==> src/ccep_pkg.sv <==
// ----------------------------------------------------------------------------
// ccep_pkg
// Shared types and constants of the chunk eviction policy block.
// ----------------------------------------------------------------------------
`default_nettype none

package ccep_pkg;

    localparam int DEF_CHUNKS    = 32;
    localparam int DEF_SIZE_BITS = 32;

    // request codes
    localparam logic [2:0] REQ_REGISTER = 3'd0;
    localparam logic [2:0] REQ_DELETE   = 3'd1;
    localparam logic [2:0] REQ_TOUCH    = 3'd2;
    localparam logic [2:0] REQ_SWAP_OUT = 3'd3;
    localparam logic [2:0] REQ_SWAP_IN  = 3'd4;

    // configuration register indexes
    localparam logic CFG_MEMORY_LIMIT      = 1'b0;
    localparam logic CFG_SWAP_OUT_FRACTION = 1'b1;

    localparam logic [31:0] LIMIT_RESET = 32'd0;
    localparam logic [8:0]  FRAC_RESET  = 9'd192;
    localparam logic [8:0]  FRAC_FULL   = 9'd256;

    typedef enum logic [3:0] {
        ST_IDLE,
        ST_DECODE,
        ST_INS_A,
        ST_INS_B,
        ST_DEL,
        ST_TCH,
        ST_TCH_RD,
        ST_SWI,
        ST_CALC_TGT,
        ST_CALC_NEED,
        ST_SWEEP_INIT,
        ST_SWEEP,
        ST_EMIT,
        ST_RESP_OK,
        ST_RESP_FAIL
    } t_state;

    typedef enum logic [4:0] {
        OP_NONE,
        OP_LOAD,
        OP_REG_FIRST,
        OP_REG_START,
        OP_RD_ID,
        OP_RD_HEAD,
        OP_INS_A,
        OP_INS_B,
        OP_DEL,
        OP_TCH_UNLINK,
        OP_SWI,
        OP_CALC_TGT,
        OP_CALC_NEED,
        OP_SWEEP_INIT,
        OP_SWEEP_STEP,
        OP_COMMIT,
        OP_EMIT,
        OP_RESP_OK,
        OP_RESP_FAIL
    } t_dp_op;

    typedef struct packed {
        logic is_reg;
        logic is_del;
        logic is_tch;
        logic is_out;
        logic is_in;
        logic bad_id;
        logic id_valid;
        logic id_swapped;
        logic head_is_id;
        logic empty;
        logic min_gt_limit;
        logic need_zero;
        logic sum_reached;
        logic wrap;
        logic cnt_zero;
        logic emit_last;
    } t_dp_status;

endpackage

`default_nettype wire

==> src/cyclic_chunk_eviction_policy.sv <==
// ----------------------------------------------------------------------------
// cyclic_chunk_eviction_policy
// Recency ring of memory chunks with a sweep hand for swap-out selection.
// ----------------------------------------------------------------------------
// Usage:
//  - Request channel: a transaction is taken on a rising edge with start high
//    and busy low; req_type, chunk_id, chunk_size, min_free are sampled then.
//  - Result channel: each result is shown for one cycle with o_valid high.
//    The receiver cannot stall; o_last marks the final result of a request.
//  - Config: i_cfg_we writes i_cfg_data into register i_cfg_idx
//    (0 memory limit, 1 swap-out fraction); write only while idle.
//  - Paths: requests settled at decode (rejects, first register, touch of
//    head) go straight to the response; swap-in and delete pass through
//    SWI or DEL; register through INS_A and INS_B; touch through unlink, head
//    reread and relink, via the link memories (one read, one write port).
//  - Swap-out: setup (decode, target multiply, need, hand load), a sweep of
//    ring entries and a commit, then the swept entries are walked again
//    while emitting; zero need, a wrap or no resident pick gives a response.
//  - Throughput: one request at a time; busy drops in the final result cycle.
//  - Reset (synchronous, active low): ring empty, totals zero, config at
//    defaults; the link and size memories need no clearing.
// ----------------------------------------------------------------------------
`default_nettype none

module cyclic_chunk_eviction_policy import ccep_pkg::*; #(
    parameter int CHUNKS    = DEF_CHUNKS,
    parameter int SIZE_BITS = DEF_SIZE_BITS
) (
    input  wire logic        i_clk,
    input  wire logic        i_rst_n,
    input  wire logic        start,
    output logic             busy,
    input  wire logic        i_cfg_we,
    input  wire logic        i_cfg_idx,
    input  wire logic [31:0] i_cfg_data,
    input  wire logic [2:0]  i_req_type,
    input  wire logic [4:0]  i_chunk_id,
    input  wire logic [31:0] i_chunk_size,
    input  wire logic [31:0] i_min_free,
    output logic             o_valid,
    output logic [4:0]       o_evicted_chunk,
    output logic             o_has_chunk,
    output logic             o_ok,
    output logic             o_last,
    output logic [31:0]      o_used_bytes,
    output logic [31:0]      o_swapped_bytes
);

    t_dp_op     op;     // command from controller
    t_dp_status st;     // status back from datapath

    ccep_ctrl u_ctrl (
        .i_clk   (i_clk),
        .i_rst_n (i_rst_n),
        .i_start (start),
        .i_st    (st),
        .o_op    (op),
        .o_busy  (busy)
    );

    ccep_dp #(
        .CHUNKS    (CHUNKS),
        .SIZE_BITS (SIZE_BITS)
    ) u_dp (
        .i_clk           (i_clk),
        .i_rst_n         (i_rst_n),
        .i_cfg_we        (i_cfg_we),
        .i_cfg_idx       (i_cfg_idx),
        .i_cfg_data      (i_cfg_data),
        .i_req_type      (i_req_type),
        .i_chunk_id      (i_chunk_id),
        .i_chunk_size    (i_chunk_size),
        .i_min_free      (i_min_free),
        .i_op            (op),
        .o_st            (st),
        .o_valid         (o_valid),
        .o_evicted_chunk (o_evicted_chunk),
        .o_has_chunk     (o_has_chunk),
        .o_ok            (o_ok),
        .o_last          (o_last),
        .o_used_bytes    (o_used_bytes),
        .o_swapped_bytes (o_swapped_bytes)
    );

endmodule

`default_nettype wire

==> src/ccep_dp.sv <==
// ----------------------------------------------------------------------------
// ccep_dp
// Datapath: link/size memories, marks, totals, sweep arithmetic, result regs.
// ----------------------------------------------------------------------------
`default_nettype none

module ccep_dp import ccep_pkg::*; #(
    parameter int CHUNKS    = DEF_CHUNKS,
    parameter int SIZE_BITS = DEF_SIZE_BITS
) (
    input  wire logic        i_clk,
    input  wire logic        i_rst_n,
    input  wire logic        i_cfg_we,
    input  wire logic        i_cfg_idx,
    input  wire logic [31:0] i_cfg_data,
    input  wire logic [2:0]  i_req_type,
    input  wire logic [4:0]  i_chunk_id,
    input  wire logic [31:0] i_chunk_size,
    input  wire logic [31:0] i_min_free,
    input  wire t_dp_op      i_op,
    output t_dp_status       o_st,
    output logic             o_valid,
    output logic [4:0]       o_evicted_chunk,
    output logic             o_has_chunk,
    output logic             o_ok,
    output logic             o_last,
    output logic [31:0]      o_used_bytes,
    output logic [31:0]      o_swapped_bytes
);

    localparam int SW = $clog2(CHUNKS);
    localparam int CW = $clog2(CHUNKS + 1);
    localparam int VW = (SIZE_BITS > 32) ? SIZE_BITS : 32;
    localparam logic [SIZE_BITS-1:0] SMAX = {SIZE_BITS{1'b1}};

    function automatic logic [SIZE_BITS-1:0] sat_add(input logic [SIZE_BITS-1:0] a,
                                                     input logic [SIZE_BITS-1:0] b);
        logic [SIZE_BITS:0] s;
        s = {1'b0, a} + {1'b0, b};
        return s[SIZE_BITS] ? SMAX : s[SIZE_BITS-1:0];
    endfunction

    function automatic logic [SIZE_BITS-1:0] floor_sub(input logic [SIZE_BITS-1:0] a,
                                                       input logic [SIZE_BITS-1:0] b);
        return (a > b) ? a - b : '0;
    endfunction

    // configuration
    logic [31:0] r_limit;
    logic [8:0]  r_frac;

    // latched request
    logic [2:0]           r_req;
    logic [SW-1:0]        r_id;
    logic                 r_bad_id;
    logic [SIZE_BITS-1:0] r_size;
    logic [31:0]          r_min;

    // memories and read data
    logic [SW-1:0]        r_next_mem [CHUNKS];
    logic [SW-1:0]        r_prev_mem [CHUNKS];
    logic [SIZE_BITS-1:0] r_size_mem [CHUNKS];
    logic [SW-1:0]        r_next_q;
    logic [SW-1:0]        r_prev_q;
    logic [SIZE_BITS-1:0] r_size_q;

    // ring control state
    logic [CHUNKS-1:0]    r_valid;
    logic [CHUNKS-1:0]    r_swapped;
    logic [SW-1:0]        r_head;
    logic [SW-1:0]        r_hand;
    logic                 r_empty;
    logic [SIZE_BITS-1:0] r_res;
    logic [SIZE_BITS-1:0] r_swp;

    // working registers
    logic [SW-1:0]        r_before;
    logic [SW-1:0]        r_cur;
    logic [SW-1:0]        r_from;
    logic [SIZE_BITS-1:0] r_sum;
    logic [CW-1:0]        r_cnt;
    logic [CW-1:0]        r_emitted;
    logic [31:0]          r_tgt;
    logic [VW-1:0]        r_need;

    // result registers
    logic                 r_o_valid;
    logic [4:0]           r_o_evicted;
    logic                 r_o_has;
    logic                 r_o_ok;
    logic                 r_o_last;

    // memory port controls
    logic [SW-1:0]        rd_addr;
    logic                 next_we, prev_we, size_we;
    logic [SW-1:0]        next_wa, next_wd, prev_wa, prev_wd;

    // arithmetic
    logic [8:0]           frac_c;
    logic [32:0]          prod_hi;
    logic [16:0]          prod_lo;
    logic [31:0]          n_tgt;
    logic [VW-1:0]        res_ext, tgt_ext, min_ext, diff, n_need;
    logic                 cur_res;
    logic                 id_single;

    assign frac_c  = (r_frac > FRAC_FULL) ? FRAC_FULL : r_frac;
    assign prod_hi = 33'(r_limit[31:8]) * 33'(frac_c);
    assign prod_lo = 17'(r_limit[7:0]) * 17'(frac_c);
    assign n_tgt   = 32'(prod_hi + 33'(prod_lo[16:8]));

    assign res_ext = VW'(r_res);
    assign tgt_ext = VW'(r_tgt);
    assign min_ext = VW'(r_min);
    assign diff    = (res_ext > tgt_ext) ? res_ext - tgt_ext : '0;
    assign n_need  = (diff < min_ext) ? min_ext : diff;

    assign cur_res   = !r_swapped[r_cur];
    assign id_single = (r_next_q == r_id);

    always_comb begin
        o_st.is_reg       = (r_req == REQ_REGISTER);
        o_st.is_del       = (r_req == REQ_DELETE);
        o_st.is_tch       = (r_req == REQ_TOUCH);
        o_st.is_out       = (r_req == REQ_SWAP_OUT);
        o_st.is_in        = (r_req == REQ_SWAP_IN);
        o_st.bad_id       = r_bad_id;
        o_st.id_valid     = r_valid[r_id];
        o_st.id_swapped   = r_swapped[r_id];
        o_st.head_is_id   = (r_head == r_id);
        o_st.empty        = r_empty;
        o_st.min_gt_limit = (r_min > r_limit);
        o_st.need_zero    = (r_need == '0);
        o_st.sum_reached  = (VW'(r_sum) >= r_need);
        o_st.wrap         = (r_prev_q == r_from);
        o_st.cnt_zero     = (r_cnt == '0);
        o_st.emit_last    = cur_res && (CW'(r_emitted + CW'(1)) == r_cnt);
    end

    always_comb begin
        unique case (i_op)
            OP_REG_START, OP_RD_HEAD:     rd_addr = r_head;
            OP_RD_ID:                     rd_addr = r_id;
            OP_SWEEP_INIT:                rd_addr = r_hand;
            OP_SWEEP_STEP, OP_EMIT:       rd_addr = r_prev_q;
            OP_COMMIT:                    rd_addr = r_from;
            default:                      rd_addr = r_cur;
        endcase
    end

    always_comb begin
        next_we = 1'b0;
        prev_we = 1'b0;
        size_we = 1'b0;
        next_wa = r_id;
        next_wd = r_id;
        prev_wa = r_id;
        prev_wd = r_id;
        unique case (i_op)
            OP_REG_FIRST: begin
                next_we = 1'b1;
                prev_we = 1'b1;
                size_we = 1'b1;
            end
            OP_REG_START: begin
                size_we = 1'b1;
            end
            OP_INS_A: begin
                next_we = 1'b1;
                next_wa = r_prev_q;
                prev_we = 1'b1;
                prev_wa = r_head;
            end
            OP_INS_B: begin
                next_we = 1'b1;
                next_wd = r_head;
                prev_we = 1'b1;
                prev_wd = r_before;
            end
            OP_DEL, OP_TCH_UNLINK: begin
                // unlink: prev[n] = p, next[p] = n
                next_we = !(i_op == OP_DEL && id_single);
                next_wa = r_prev_q;
                next_wd = r_next_q;
                prev_we = !(i_op == OP_DEL && id_single);
                prev_wa = r_next_q;
                prev_wd = r_prev_q;
            end
            default: begin
            end
        endcase
    end

    always_ff @(posedge i_clk) begin
        if (next_we) begin
            r_next_mem[next_wa] <= next_wd;
        end
        if (prev_we) begin
            r_prev_mem[prev_wa] <= prev_wd;
        end
        if (size_we) begin
            r_size_mem[r_id] <= r_size;
        end
        r_next_q <= r_next_mem[rd_addr];
        r_prev_q <= r_prev_mem[rd_addr];
        r_size_q <= r_size_mem[rd_addr];
    end

    // control state with reset
    always_ff @(posedge i_clk) begin
        if (!i_rst_n) begin
            r_limit   <= LIMIT_RESET;
            r_frac    <= FRAC_RESET;
            r_valid   <= '0;
            r_swapped <= '0;
            r_head    <= '0;
            r_hand    <= '0;
            r_empty   <= 1'b1;
            r_res     <= '0;
            r_swp     <= '0;
            r_o_valid <= 1'b0;
        end else begin
            if (i_cfg_we) begin
                unique case (i_cfg_idx)
                    CFG_MEMORY_LIMIT:      r_limit <= i_cfg_data;
                    CFG_SWAP_OUT_FRACTION: r_frac  <= i_cfg_data[8:0];
                endcase
            end
            r_o_valid <= (i_op == OP_RESP_OK) || (i_op == OP_RESP_FAIL)
                         || ((i_op == OP_EMIT) && cur_res);
            unique case (i_op)
                OP_REG_FIRST: begin
                    r_valid[r_id]   <= 1'b1;
                    r_swapped[r_id] <= 1'b0;
                    r_res           <= sat_add(r_res, r_size);
                    r_head          <= r_id;
                    r_hand          <= r_id;
                    r_empty         <= 1'b0;
                end
                OP_REG_START: begin
                    r_valid[r_id]   <= 1'b1;
                    r_swapped[r_id] <= 1'b0;
                    r_res           <= sat_add(r_res, r_size);
                end
                OP_INS_B: begin
                    r_head <= r_id;
                end
                OP_DEL: begin
                    if (r_swapped[r_id]) begin
                        r_swp <= floor_sub(r_swp, r_size_q);
                    end else begin
                        r_res <= floor_sub(r_res, r_size_q);
                    end
                    if (id_single) begin
                        r_empty <= 1'b1;
                        r_head  <= '0;
                        r_hand  <= '0;
                    end else begin
                        if (r_head == r_id) begin
                            r_head <= r_next_q;
                        end
                        if (r_hand == r_id) begin
                            r_hand <= r_prev_q;
                        end
                    end
                    r_valid[r_id]   <= 1'b0;
                    r_swapped[r_id] <= 1'b0;
                end
                OP_TCH_UNLINK: begin
                    if (r_hand == r_id) begin
                        r_hand <= r_prev_q;
                    end
                end
                OP_SWI: begin
                    r_swapped[r_id] <= 1'b0;
                    r_res           <= sat_add(r_res, r_size_q);
                    r_swp           <= floor_sub(r_swp, r_size_q);
                end
                OP_COMMIT: begin
                    r_res  <= floor_sub(r_res, r_sum);
                    r_swp  <= sat_add(r_swp, r_sum);
                    r_hand <= r_cur;
                end
                OP_EMIT: begin
                    if (cur_res) begin
                        r_swapped[r_cur] <= 1'b1;
                    end
                end
                default: begin
                end
            endcase
        end
    end

    // working and result payload
    always_ff @(posedge i_clk) begin
        unique case (i_op)
            OP_LOAD: begin
                r_req    <= i_req_type;
                r_id     <= SW'(i_chunk_id);
                r_bad_id <= (32'(i_chunk_id) >= 32'(CHUNKS));
                r_size   <= SIZE_BITS'(i_chunk_size);
                r_min    <= i_min_free;
            end
            OP_INS_A:      r_before <= r_prev_q;
            OP_CALC_TGT:   r_tgt    <= n_tgt;
            OP_CALC_NEED:  r_need   <= n_need;
            OP_SWEEP_INIT: begin
                r_cur  <= r_hand;
                r_from <= r_hand;
                r_sum  <= '0;
                r_cnt  <= '0;
            end
            OP_SWEEP_STEP: begin
                if (cur_res) begin
                    r_sum <= sat_add(r_sum, r_size_q);
                    r_cnt <= CW'(r_cnt + CW'(1));
                end
                r_cur <= r_prev_q;
            end
            OP_COMMIT: begin
                r_cur     <= r_from;
                r_emitted <= '0;
            end
            OP_EMIT: begin
                if (cur_res) begin
                    r_emitted   <= CW'(r_emitted + CW'(1));
                    r_o_evicted <= 5'(r_cur);
                    r_o_has     <= 1'b1;
                    r_o_ok      <= 1'b1;
                    r_o_last    <= o_st.emit_last;
                end
                r_cur <= r_prev_q;
            end
            OP_RESP_OK, OP_RESP_FAIL: begin
                r_o_evicted <= '0;
                r_o_has     <= 1'b0;
                r_o_ok      <= (i_op == OP_RESP_OK);
                r_o_last    <= 1'b1;
            end
            default: begin
            end
        endcase
    end

    assign o_valid         = r_o_valid;
    assign o_evicted_chunk = r_o_evicted;
    assign o_has_chunk     = r_o_has;
    assign o_ok            = r_o_ok;
    assign o_last          = r_o_last;
    assign o_used_bytes    = 32'(r_res);
    assign o_swapped_bytes = 32'(r_swp);

endmodule

`default_nettype wire

==> src/ccep_ctrl.sv <==
// ----------------------------------------------------------------------------
// ccep_ctrl
// Controller: sequences each request through datapath operations.
// ----------------------------------------------------------------------------
`default_nettype none

module ccep_ctrl import ccep_pkg::*; (
    input  wire logic       i_clk,
    input  wire logic       i_rst_n,
    input  wire logic       i_start,
    input  wire t_dp_status i_st,
    output t_dp_op          o_op,
    output logic            o_busy
);

    t_state r_state, n_state;

    always_ff @(posedge i_clk) begin
        if (!i_rst_n) begin
            r_state <= ST_IDLE;
        end else begin
            r_state <= n_state;
        end
    end

    always_comb begin
        n_state = r_state;
        unique case (r_state)
            ST_IDLE: begin
                if (i_start) n_state = ST_DECODE;
            end
            ST_DECODE: begin
                priority if (i_st.is_out) begin
                    n_state = (i_st.empty || i_st.min_gt_limit) ? ST_RESP_FAIL : ST_CALC_TGT;
                end else if (i_st.bad_id) begin
                    n_state = ST_RESP_FAIL;
                end else if (i_st.is_reg) begin
                    priority if (i_st.id_valid) n_state = ST_RESP_FAIL;
                    else if (i_st.empty)        n_state = ST_RESP_OK;
                    else                        n_state = ST_INS_A;
                end else if (!(i_st.is_del || i_st.is_tch || i_st.is_in) || !i_st.id_valid) begin
                    n_state = ST_RESP_FAIL;
                end else if (i_st.is_del) begin
                    n_state = ST_DEL;
                end else if (i_st.is_tch) begin
                    n_state = i_st.head_is_id ? ST_RESP_OK : ST_TCH;
                end else begin
                    n_state = i_st.id_swapped ? ST_SWI : ST_RESP_FAIL;
                end
            end
            ST_INS_A:      n_state = ST_INS_B;
            ST_INS_B:      n_state = ST_RESP_OK;
            ST_DEL:        n_state = ST_RESP_OK;
            ST_TCH:        n_state = ST_TCH_RD;
            ST_TCH_RD:     n_state = ST_INS_A;
            ST_SWI:        n_state = ST_RESP_OK;
            ST_CALC_TGT:   n_state = ST_CALC_NEED;
            ST_CALC_NEED:  n_state = ST_SWEEP_INIT;
            ST_SWEEP_INIT: n_state = i_st.need_zero ? ST_RESP_OK : ST_SWEEP;
            ST_SWEEP: begin
                priority if (i_st.sum_reached) begin
                    n_state = i_st.cnt_zero ? ST_RESP_OK : ST_EMIT;
                end else if (i_st.wrap) begin
                    n_state = ST_RESP_FAIL;
                end else begin
                    n_state = ST_SWEEP;
                end
            end
            ST_EMIT: begin
                if (i_st.emit_last) n_state = ST_IDLE;
            end
            ST_RESP_OK:    n_state = ST_IDLE;
            ST_RESP_FAIL:  n_state = ST_IDLE;
            default:       n_state = ST_IDLE;
        endcase
    end

    always_comb begin
        o_op = OP_NONE;
        unique case (r_state)
            ST_IDLE: begin
                if (i_start) o_op = OP_LOAD;
            end
            ST_DECODE: begin
                if (!i_st.is_out && !i_st.bad_id) begin
                    priority if (i_st.is_reg) begin
                        if (!i_st.id_valid) o_op = i_st.empty ? OP_REG_FIRST : OP_REG_START;
                    end else if (i_st.id_valid && (i_st.is_del || i_st.is_in
                                 || (i_st.is_tch && !i_st.head_is_id))) begin
                        o_op = OP_RD_ID;
                    end else begin
                        o_op = OP_NONE;
                    end
                end
            end
            ST_INS_A:      o_op = OP_INS_A;
            ST_INS_B:      o_op = OP_INS_B;
            ST_DEL:        o_op = OP_DEL;
            ST_TCH:        o_op = OP_TCH_UNLINK;
            ST_TCH_RD:     o_op = OP_RD_HEAD;
            ST_SWI:        o_op = OP_SWI;
            ST_CALC_TGT:   o_op = OP_CALC_TGT;
            ST_CALC_NEED:  o_op = OP_CALC_NEED;
            ST_SWEEP_INIT: o_op = i_st.need_zero ? OP_NONE : OP_SWEEP_INIT;
            ST_SWEEP: begin
                priority if (i_st.sum_reached) o_op = OP_COMMIT;
                else if (!i_st.wrap)           o_op = OP_SWEEP_STEP;
                else                           o_op = OP_NONE;
            end
            ST_EMIT:       o_op = OP_EMIT;
            ST_RESP_OK:    o_op = OP_RESP_OK;
            ST_RESP_FAIL:  o_op = OP_RESP_FAIL;
            default:       o_op = OP_NONE;
        endcase
    end

    assign o_busy = (r_state != ST_IDLE);

endmodule

`default_nettype wire

==> config.mk <==
export PLATFORM = sky130hd
export DESIGN_NAME = cyclic_chunk_eviction_policy
export DESIGN_NICKNAME = d
export VERILOG_FILES = /design/src/ccep_pkg.sv /design/src/cyclic_chunk_eviction_policy.sv /design/src/ccep_dp.sv /design/src/ccep_ctrl.sv
export SDC_FILE = /design/constraint.sdc
export NUM_CORES = 2
export LEC_CHECK = 0
export ABC_AREA = 1
export BUFFER_PORTS_ARGS = -buffer_cell sky130_fd_sc_hd__buf_2
export CAP_MARGIN = 20
export CORE_UTILIZATION = 45
export CTS_CLUSTER_DIAMETER = 120
export DETAILED_ROUTE_END_ITERATION = 8
export SKIP_LAST_GASP = 1
export SLEW_MARGIN = 0
export SYNTH_ARGS = -nofsm -noshare
export SYNTH_HDL_FRONTEND = slang
export SYNTH_SLANG_ARGS = --single-unit
==> constraint.sdc <==
create_clock -name i_clk -period 8.4 [get_ports i_clk]
set_input_delay 0.84 -clock i_clk [delete_from_list [all_inputs] [get_ports i_clk]]
set_output_delay 0.84 -clock i_clk [all_outputs]
set_load 0.02 [all_outputs]
==> flow_summary.rst <==
.. list-table::
   :header-rows: 1

   * - Metric
     - Value
   * - Run status
     - finished, final reports clean
   * - Post-detailed-route count of antenna-violating nets
     - 0
   * - Leading cell type in the layout, fill and taps excluded
     - nand2_1
   * - Final setup violating endpoints
     - 0
   * - GPL Wtd Cong
     - around 1
   * - Total negative slack
     - 0 ns
   * - Worst hold path stage count
     - 1
   * - Register with the highest flop count
     - u_dp.r_size_mem
   * - Global routing usage summed across all routing layers
     - 0.287
   * - Overall die height
     - 477 µm
   * - Width of the die
     - around 480 µm
   * - Place WS
     - 0.294 ns
   * - Number of antenna violations at the first check in global routing
     - 6
   * - Highest Clock Rate
     - roughly 130 MHz
   * - Full die area
     - 228,000 µm²
   * - Yosys cell types
     - 59
   * - Final clock skew
     - about 0.053 ns
   * - Worst path slowest cell
     - fa_1
   * - Tmin final
     - 7.80 ns
   * - Clock tree sinks
     - 1,774
   * - Maximum cell stage delay along the critical path
     - about 0.51 ns
   * - Final core utilization
     - 0.501
   * - Number of pins with negative max-slew slack in the final report
     - 0
   * - Maximum clock path buffer count
     - 3
   * - I/O Buffers
     - 182
   * - IO Count
     - about 180
   * - Number of placement rows
     - 174
   * - Number of inserted filler cells in the final layout
     - 20,949
   * - Fraction of final layout cells sized beyond drive strength 1
     - 0.0694
   * - Final hold violation count
     - 0
   * - Clock-pin transition on the worst setup and hold timing paths
     - 0.06 ns
   * - Area delta synth->final
     - 10.7%
   * - DRT Wirelength
     - about 330,000 µm
   * - Syn Area/Cell
     - 9.00 µm²
   * - Via/cell ratio
     - about 5.6
   * - Post-layout net count
     - 12,128
   * - Data required, critical path
     - 8.99 ns
   * - Crit-path max FO
     - 6
   * - Number of flip-flops under the largest register name
     - 1,024
   * - Slew of the pin with the lowest slew margin
     - 1.10 ns
   * - Setup slack after layout
     - 0.603 ns
   * - Setup repair after global routing missed its margin
     - no
   * - First-pass GRT wire length
     - 494,000 µm
   * - H-tree level count
     - 4
   * - Grt total ovfl
     - 0
   * - Hold-fix buffers at CTS
     - 0
   * - Arr. time, crit path
     - 8.39 ns
   * - Leakage
     - approximately 0.049 µW
   * - Share of the clock period used by the worst path
     - 0.928
   * - Number of global-route vias before repair
     - 77,894
   * - Pwr Density
     - 299 nW/µm²
   * - Sequential fraction of the synthesis area
     - 0.502
   * - Starting Density
     - 0.452
   * - Critical path class
     - reg2reg
   * - Netlist area before placement
     - about 100,000 µm²
   * - Buffer cell driving the clock tree root
     - clkbuf_16
   * - CP Capture Type
     - register
   * - Pin count of the biggest net entering global routing
     - a little over 200
   * - Insertion delay of the later-clocked pin in the worst-skew pair
     - 0.87 ns
   * - Largest voltage drop on the vdd net
     - approximately 0.27 mV
   * - Post-Place Cell Area
     - about 110,000 µm²
   * - Number of CTS-inserted buffers
     - 192
   * - Leading cell types in the layout, fill and taps excluded
     - nand2_1 (2,448), inv_1 (1,648), nand3_1 (1,561), edfxtp_1 (1,547), a21oi_1 (568)
   * - Clock tree from TritonCTS
     - yes
   * - Design area
     - 112,000 µm²
   * - Number of optimization iterations in the first detailed-route pass
     - 8
   * - Startpoint Class
     - register
   * - Worst Reg-to-Reg Cells
     - 39
   * - Total number of yosys warnings
     - 0
   * - Final routed wire length divided by cell count
     - 23.0 µm
   * - Net count after synthesis
     - approximately 12,000
   * - Gate Count Post-Synth
     - 11,297
   * - HP Class
     - in2reg
   * - Number of synthesized register bits
     - 1,774
   * - Number of vias in the routed layout
     - just over 80,000
   * - HPWL Detailed
     - 215,000 µm
   * - Number of DRC violations after detailed-routing iteration 0
     - 8,505
   * - Post-route DRC violation count
     - 0
   * - Largest registers
     - u_dp.r_size_mem (1024), u_dp.r_next_mem (160), u_dp.r_prev_mem (160)
   * - # Max-Cap Violations
     - 0
   * - Worst hold slack
     - 0.156 ns
   * - Placeable core area
     - about 220,000 µm²
   * - Worst slew margin relative to its limit
     - 0.264
   * - Most Frequent Cell on Critical Path
     - nand2_1
Yosys cell counts, drive strengths merged:
library cell	instances	area [µm²]
nand2	2455	9230
inv	1665	6250
nand3	1567	7860
edfxtp	1547	46500
a21oi	571	2860
nor2	556	2110
ha	468	5860
o21ai	451	2270
buf	271	1390
clkbuf	267	1000
dfxtp	227	4540
nand3b	215	1610
fa	208	4160
xor2	171	1500
nor3	91	485
a31oi	83	519
xnor2	76	666
nand4	58	369
o22ai	48	300
o21a	42	315
o211ai	33	248
or2	29	181
a21o	27	203
nor4	25	156
o21bai	22	169
a21boi	17	128
o2111ai	17	149
clkinv	15	56.3
a211oi	13	97.6
o31ai	12	90.1
a22oi	10	75.1
a221oi	8	70.1
o221ai	7	61.3
a2111oi	5	43.8
and2	5	31.3
a41oi	3	26.3
and3	3	18.8
nor3b	2	15.0
o221a	2	22.5
a2111o	1	11.3
a221o	1	10.0
a311oi	1	8.76
a31o	1	8.76
o311ai	1	8.76
cell families (layout without fill, tap and decap cells):
kind of cell / after synthesis / in the layout / synth area share
AND/OR/NAND/NOR: 5006 / 5006 / 0.217
buffers and inverters: 2218 / 2431 / 0.0855
flip-flops: 1774 / 1774 / 0.502
AO/OA/AOI/OAI: 1376 / 1376 / 0.0757
adder cells (fa/ha/maj): 676 / 676 / 0.0986
XOR/XNOR: 247 / 247 / 0.0213
other: 0 / 6 / 0
per-stage QoR:
| stage | std cells | total power (µW) |
|---|---|---|
| global route | 14506 | 35300 |
| global placement | 14136 | 24800 |
| CTS | 14498 | 33500 |
| detailed placement | 14137 | 24900 |
| finish | 14508 | 33600 |
| floorplan | 11297 | 20200 |
cell type report:
type	instances	area [µm²]	area share
well taps	2992	3740	0.0333
flip-flops and latches	1774	51000	0.453
inverters	1680	6310	0.0561
multi-input cells	7305	42300	0.376
diodes	6	15.0	0.000133
clock inverters	106	1060	0.00943
clock buffers	255	5270	0.0468
repair buffers	390	2810	0.0250
power by group:
| group | leakage, µW | switching [µW] | internal [µW] |
|---|---|---|---|
| Combinational | 0.0303 | 9660 | 3890 |
| Sequential | 0.0159 | 748 | 10700 |
| Clock | 0.00310 | 3690 | 4890 |
what timing repair did:
action	CTS	global route
resized for setup	0	6
hold endpoints to repair	0	0
setup endpoints to repair	0	7
setup buffers	0	0
worst max-delay path: cells and delay by family (launching register included):
family,cells,cell delay (ns)
buffers and inverters,6,0.53
AND/OR/NAND/NOR,12,1.14
adder cells (fa/ha/maj),7,3.09
AO/OA/AOI/OAI,12,2.31
XOR/XNOR,2,0.21
flip-flops,1,0.29
metal layers:
| layer | share of wire | GRT usage |
|---|---|---|
| met5 | 0.000057 | 0 |
| met4 | 0.038 | 0.106 |
| met3 | 0.078 | 0.0411 |
| met2 | 0.45 | 0.448 |
| met1 | 0.44 | 0.406 |
path summary, 6_finish.rpt:
| kind | start | to | slack [ns] |
|---|---|---|---|
| setup / recovery | u_dp.r_frac[7] | u_dp.r_tgt[30] | 0.60 |
| hold / removal | i_chunk_size[16] | u_dp.r_size[16] | 0.16 |
| setup reg to reg | u_dp.r_frac[7] | u_dp.r_tgt[30] | 0.60 |
| hold reg to reg | u_dp.r_hand[0] | u_dp.r_from[0] | 0.47 |
Note: power is estimated with default switching activity, not from simulation.
